[src/rtl/rms_pkg.sv]
// Shared constants and types for the repeated matrix squaring block.
package rms_pkg;

  localparam int MAX_DIM_DEF    = 8;
  localparam int DATA_WIDTH_DEF = 32;

  localparam int VALUE_W = 32;
  localparam int IDX_W   = 3;
  localparam int DIM_W   = 4;
  localparam int SQ_W    = 8;
  localparam int CNT_W   = 7;
  localparam int APB_AW  = 3;
  localparam int APB_DW  = 32;

  localparam logic [CNT_W-1:0] CNT_SAT   = 7'd127;
  localparam logic [DIM_W-1:0] DIM_RESET = 4'd8;
  localparam logic [SQ_W-1:0]  SQ_RESET  = 8'd1;

  localparam logic REG_DIM = 1'b0;
  localparam logic REG_SQ  = 1'b1;

  typedef struct packed {
    logic valid;
    logic first;
    logic last;
  } mac_ctl_t;

endpackage

[src/rtl/rms_mac.sv]
// Multiply-accumulate pipeline producing one dot product per output element.
module rms_mac import rms_pkg::*; #(
  parameter int DATA_WIDTH = DATA_WIDTH_DEF,
  parameter int AW         = 6
) (
  input  logic                  clk,
  input  logic                  rst_n,
  input  mac_ctl_t              issue_ctl,
  input  logic [AW-1:0]         issue_addr,
  input  logic [DATA_WIDTH-1:0] a_data,
  input  logic [DATA_WIDTH-1:0] b_data,
  output logic                  wr_en,
  output logic [AW-1:0]         wr_addr,
  output logic [DATA_WIDTH-1:0] wr_data
);

  mac_ctl_t              s1_ctl_r, s2_ctl_r;
  logic [AW-1:0]         s1_addr_r, s2_addr_r;
  logic [DATA_WIDTH-1:0] prod;
  logic [DATA_WIDTH-1:0] acc_r, acc_nxt;

  always_ff @(posedge clk) begin
    if (!rst_n) begin
      s1_ctl_r <= '0;
      s2_ctl_r <= '0;
    end else begin
      s1_ctl_r <= issue_ctl;
      s2_ctl_r <= s1_ctl_r;
    end
  end

  always_ff @(posedge clk) begin
    s1_addr_r <= issue_addr;
    s2_addr_r <= s1_addr_r;
    if (s2_ctl_r.valid) begin
      acc_r <= acc_nxt;
    end
  end

  generate
    if (DATA_WIDTH <= 32) begin : g_narrow
      logic [DATA_WIDTH-1:0] prod_r;
      always_ff @(posedge clk) begin
        prod_r <= DATA_WIDTH'(a_data * b_data);
      end
      assign prod = prod_r;
    end else begin : g_wide
      localparam int HW = DATA_WIDTH - 32;
      logic [63:0]   p0_r;
      logic [HW-1:0] cross_r;
      always_ff @(posedge clk) begin
        p0_r    <= 64'(a_data[31:0]) * 64'(b_data[31:0]);
        cross_r <= HW'(a_data[31:0] * b_data[DATA_WIDTH-1:32])
                 + HW'(a_data[DATA_WIDTH-1:32] * b_data[31:0]);
      end
      assign prod = DATA_WIDTH'(p0_r) + {cross_r, 32'b0};
    end
  endgenerate

  assign acc_nxt = (s2_ctl_r.first ? '0 : acc_r) + prod;
  assign wr_en   = s2_ctl_r.valid & s2_ctl_r.last;
  assign wr_addr = s2_addr_r;
  assign wr_data = acc_nxt;

endmodule
[config.mk]
export PLATFORM = sky130hd
export DESIGN_NAME = rms_mac
export DESIGN_NICKNAME = d
export VERILOG_FILES = /design/src/rtl/rms_pkg.sv /design/src/rtl/rms_mac.sv
export SDC_FILE = /design/constraint.sdc
export NUM_CORES = 1
export LEC_CHECK = 0
export ABC_AREA = 0
export BUFFER_PORTS_ARGS = -buffer_cell sky130_fd_sc_hd__buf_2
export CAP_MARGIN = 10
export CORE_MARGIN = 1.5
export CORE_UTILIZATION = 50
export CTS_CLUSTER_SIZE = 24
export DETAILED_ROUTE_END_ITERATION = 12
export GPL_ROUTABILITY_DRIVEN = 0
export PLACE_DENSITY = 0.72
export SYNTH_ARGS = -nofsm -noshare
export SYNTH_HDL_FRONTEND = slang
export SYNTH_SLANG_ARGS = --single-unit
[constraint.sdc]
create_clock -name clk -period 6.83 [get_ports clk]
set_input_delay 0.683 -clock clk [delete_from_list [all_inputs] [get_ports clk]]
set_output_delay 0.683 -clock clk [all_outputs]
set_load 0.02 [all_outputs]
==> impl_results.md <==
- Starting DRT DRC Count: 831
- Layout area overhead: 14.5%
- Status: complete, no violations
- Critical hold path startpoint: s1_addr_r[5]
- Layout cells sized above 1: 0.147
- CTS tree: done
- Initial antenna violation count: 0
- Final Hold Fails: 0
- Warnings from Yosys: 0
- Largest stage delay, worst path: roughly 550 ps
- H-tree levels: 3
- Drt total wl: a little under 50 mm
- Critical Path Sink Type: flop
- Worst Hold Class: flop to flop
- Pre-antenna DRT Iters: 5
- Unrepaired setup endpoints after global routing: true
- CP top delay family: adder cells
- Max Cap Viol: 0
- Final setup viols: 0
- Die Ht: 200 µm
- Total Die Area: 40100 µm²
- Placeable Area: roughly 39000 µm²
- Worst Hold End: wr_addr[5]
- Primary FF master, synth: dfxtp_1
- Largest net degree at the start of global routing: 34
- Total GRT Usage: 0.254
- Clock-pin slew on the worst setup and hold paths: 60 ps
- Clock Path Buffers: 2
- Mapped Cells: around 2100
- Io pins: 114
- GRT overflow: 0
- EDFF count, synth: 32
- Worst-path fanout max: 6
- Global-route wire length before repair: roughly 81 mm
- Final core occ: 0.578
- CP bufs+invs: 6
- Worst hold path depth: 0
- WP data arrival: ~6900 ps
- Cell mode on critical path: fa_1
- Initial Util: 0.505
- Crit-path cells: buf_4, and2_4, fa_1, fa_1, fa_1, inv_1, fa_1, inv_2, fa_1, inv_2, fa_1, inv_2, fa_1, fa_1, ha_4, buf_6, nand2_4, nor2_1, nand3_1, a31oi_2, o2111ai_2, a31oi_2, mux2i_1, o2111ai_1
- F_max: roughly 150 MHz
- Mean Syn Cell Area: around 9.3 µm²
- Worst Path Required: around 7000 ps
- NumNets Final: roughly 3000
- Final Max Slew Viols: 0
- Port buffer count: 113
- Total CTS buffers: 9
- Vias in the first global route: around 16000
- Ant. Diodes: 0
- Residual DRC: 0
- Die Wd: 200 µm
- Least-Margin Pin Slew: around 650 ps
- Detailed placement HPWL: 43.0 mm
- Setup TNS: 0 ps
- Critical path startpoint category: primary input
- Post-route ant nets: 0
- Fin crit period: ~6700 ps
- Reg-to-reg endpoint: acc_r[30]
- Crit share post-route: 0.979
- Distinct cells, synth: around 60
- CP Class: primary input to flop
- Reg2reg setup slack: approximately 3300 ps
- Synthesized area: roughly 19000 µm²
- Seq/Total Area, Yosys: 0.101
- Vias post-DR: 14500
- Flops & latches, synth: 82
- Slowest CP cell: fa_1
- Clock Skew: between 10 and 15 ps
- DR vias/cell: 5.17
- FFs w/ async S/R, synth: 0
- Worst R2R Path Depth: 13
- Clock sink total: approximately 80
- Worst-Skew Late Latency: roughly 340 ps
- Worst r2r src: s2_ctl_r[1]
- Rel. slew slack: 0.558
- Wirelength per Cell: roughly 18 µm
- Std-Cell Rows: a little over 70
- # fillers: about 3300
- Root Driver: clkbuf_16
- Syn_nets: about 2700
## cells in the mapped netlist (all sizes together), types with 7 or more instances
library cell | instances | area [µm²]
o21ai | 29 | 149
clkbuf | 95 | 357
inv | 410 | 1540
nor2 | 32 | 120
nand2 | 275 | 1030
fa | 409 | 8190
nand2b | 7 | 43.8
a31oi | 7 | 43.8
dfxtp | 50 | 1000
ha | 154 | 1930
a21oi | 44 | 224
nand3 | 9 | 45.0
o21a | 7 | 52.6
and2 | 280 | 1750
edfxtp | 32 | 961
xnor2 | 92 | 806
xor2 | 21 | 184
o21bai | 9 | 67.6
nor2b | 35 | 219
a21o | 22 | 165
## state kept, by name, indices dropped and copies added (netlist names)
register	cells
acc_r	32
g_narrow.prod_r	32
s1_addr_r	6
wr_addr	6
s1_ctl_r	3
s2_ctl_r	3
## placed cells by master (no fill, tap or decap), drive strengths merged, types with 35 or more instances in the layout
cell type  Yosys  layout
a21oi         44      44
and2         280     280
buf            0     266
dfxtp         50      50
fa           409     409
ha           154     154
inv          410     414
nand2        275     275
nor2b         35      35
xnor2         92      92
## layout make-up
class	count	area [µm²]	area share
Clock buffer	9	225	0.0101
Clock inverter	7	130	0.00584
Inverter	410	1540	0.0690
Multi-Input combinational cell	1506	15800	0.707
Sequential cell	82	1960	0.0880
Tap cell	518	648	0.0291
Timing Repair Buffer	274	2020	0.0906
## through the flow
step                area, µm²  setup WS (ps)  hold WS (ps)  std cells
detailed placement      21700           -437           316       2789
CTS                     22100           9.51           330       2805
global route            22300          -65.2           331       2806
finish                  22300            144           327       2806
floorplan               19500           13.9           310       2093
global placement        21700           -212           312       2789
## logic make-up after synthesis
group,Yosys count,share of synthesized area
adder cells (fa/ha/maj),563,0.519
XOR/XNOR,113,0.0508
AND/OR/NAND/NOR,667,0.175
multiplexers,1,0.000514
AO/OA/AOI/OAI,162,0.0560
buffers and inverters,505,0.0973
flip-flops,82,0.101
## how the worst max path moves through the flow
stage                                to       start  depth (start not counted)
global placement    g_narrow.prod_r[31]   b_data[2]                         23
CTS                 g_narrow.prod_r[30]   b_data[2]                         24
finish              g_narrow.prod_r[30]  a_data[12]                         24
floorplan           g_narrow.prod_r[30]  a_data[13]                         23
global route        g_narrow.prod_r[30]   b_data[5]                         22
detailed placement  g_narrow.prod_r[31]   b_data[2]                         23
## repair_timing
item / 4_1_cts / 5_1_grt
gates cloned: 0 / 0
hold buffers: 0 / 0
pin swaps: 1 / 27
buffers inserted: 0 / 1
setup endpoints to repair: 3 / 9
gates resized for setup: 1 / 67
## per-layer routing
metal,wire [µm],track usage,vias to the layer above
met5,0,0,-
met4,1560,0.0803,0
met3,3090,0.0334,87
met2,22800,0.418,507
met1,21900,0.350,7263
li1,-,-,6648
Power is not shown: default switching activity piles up to over one toggle a cycle in this logic, so the estimate is an artifact.
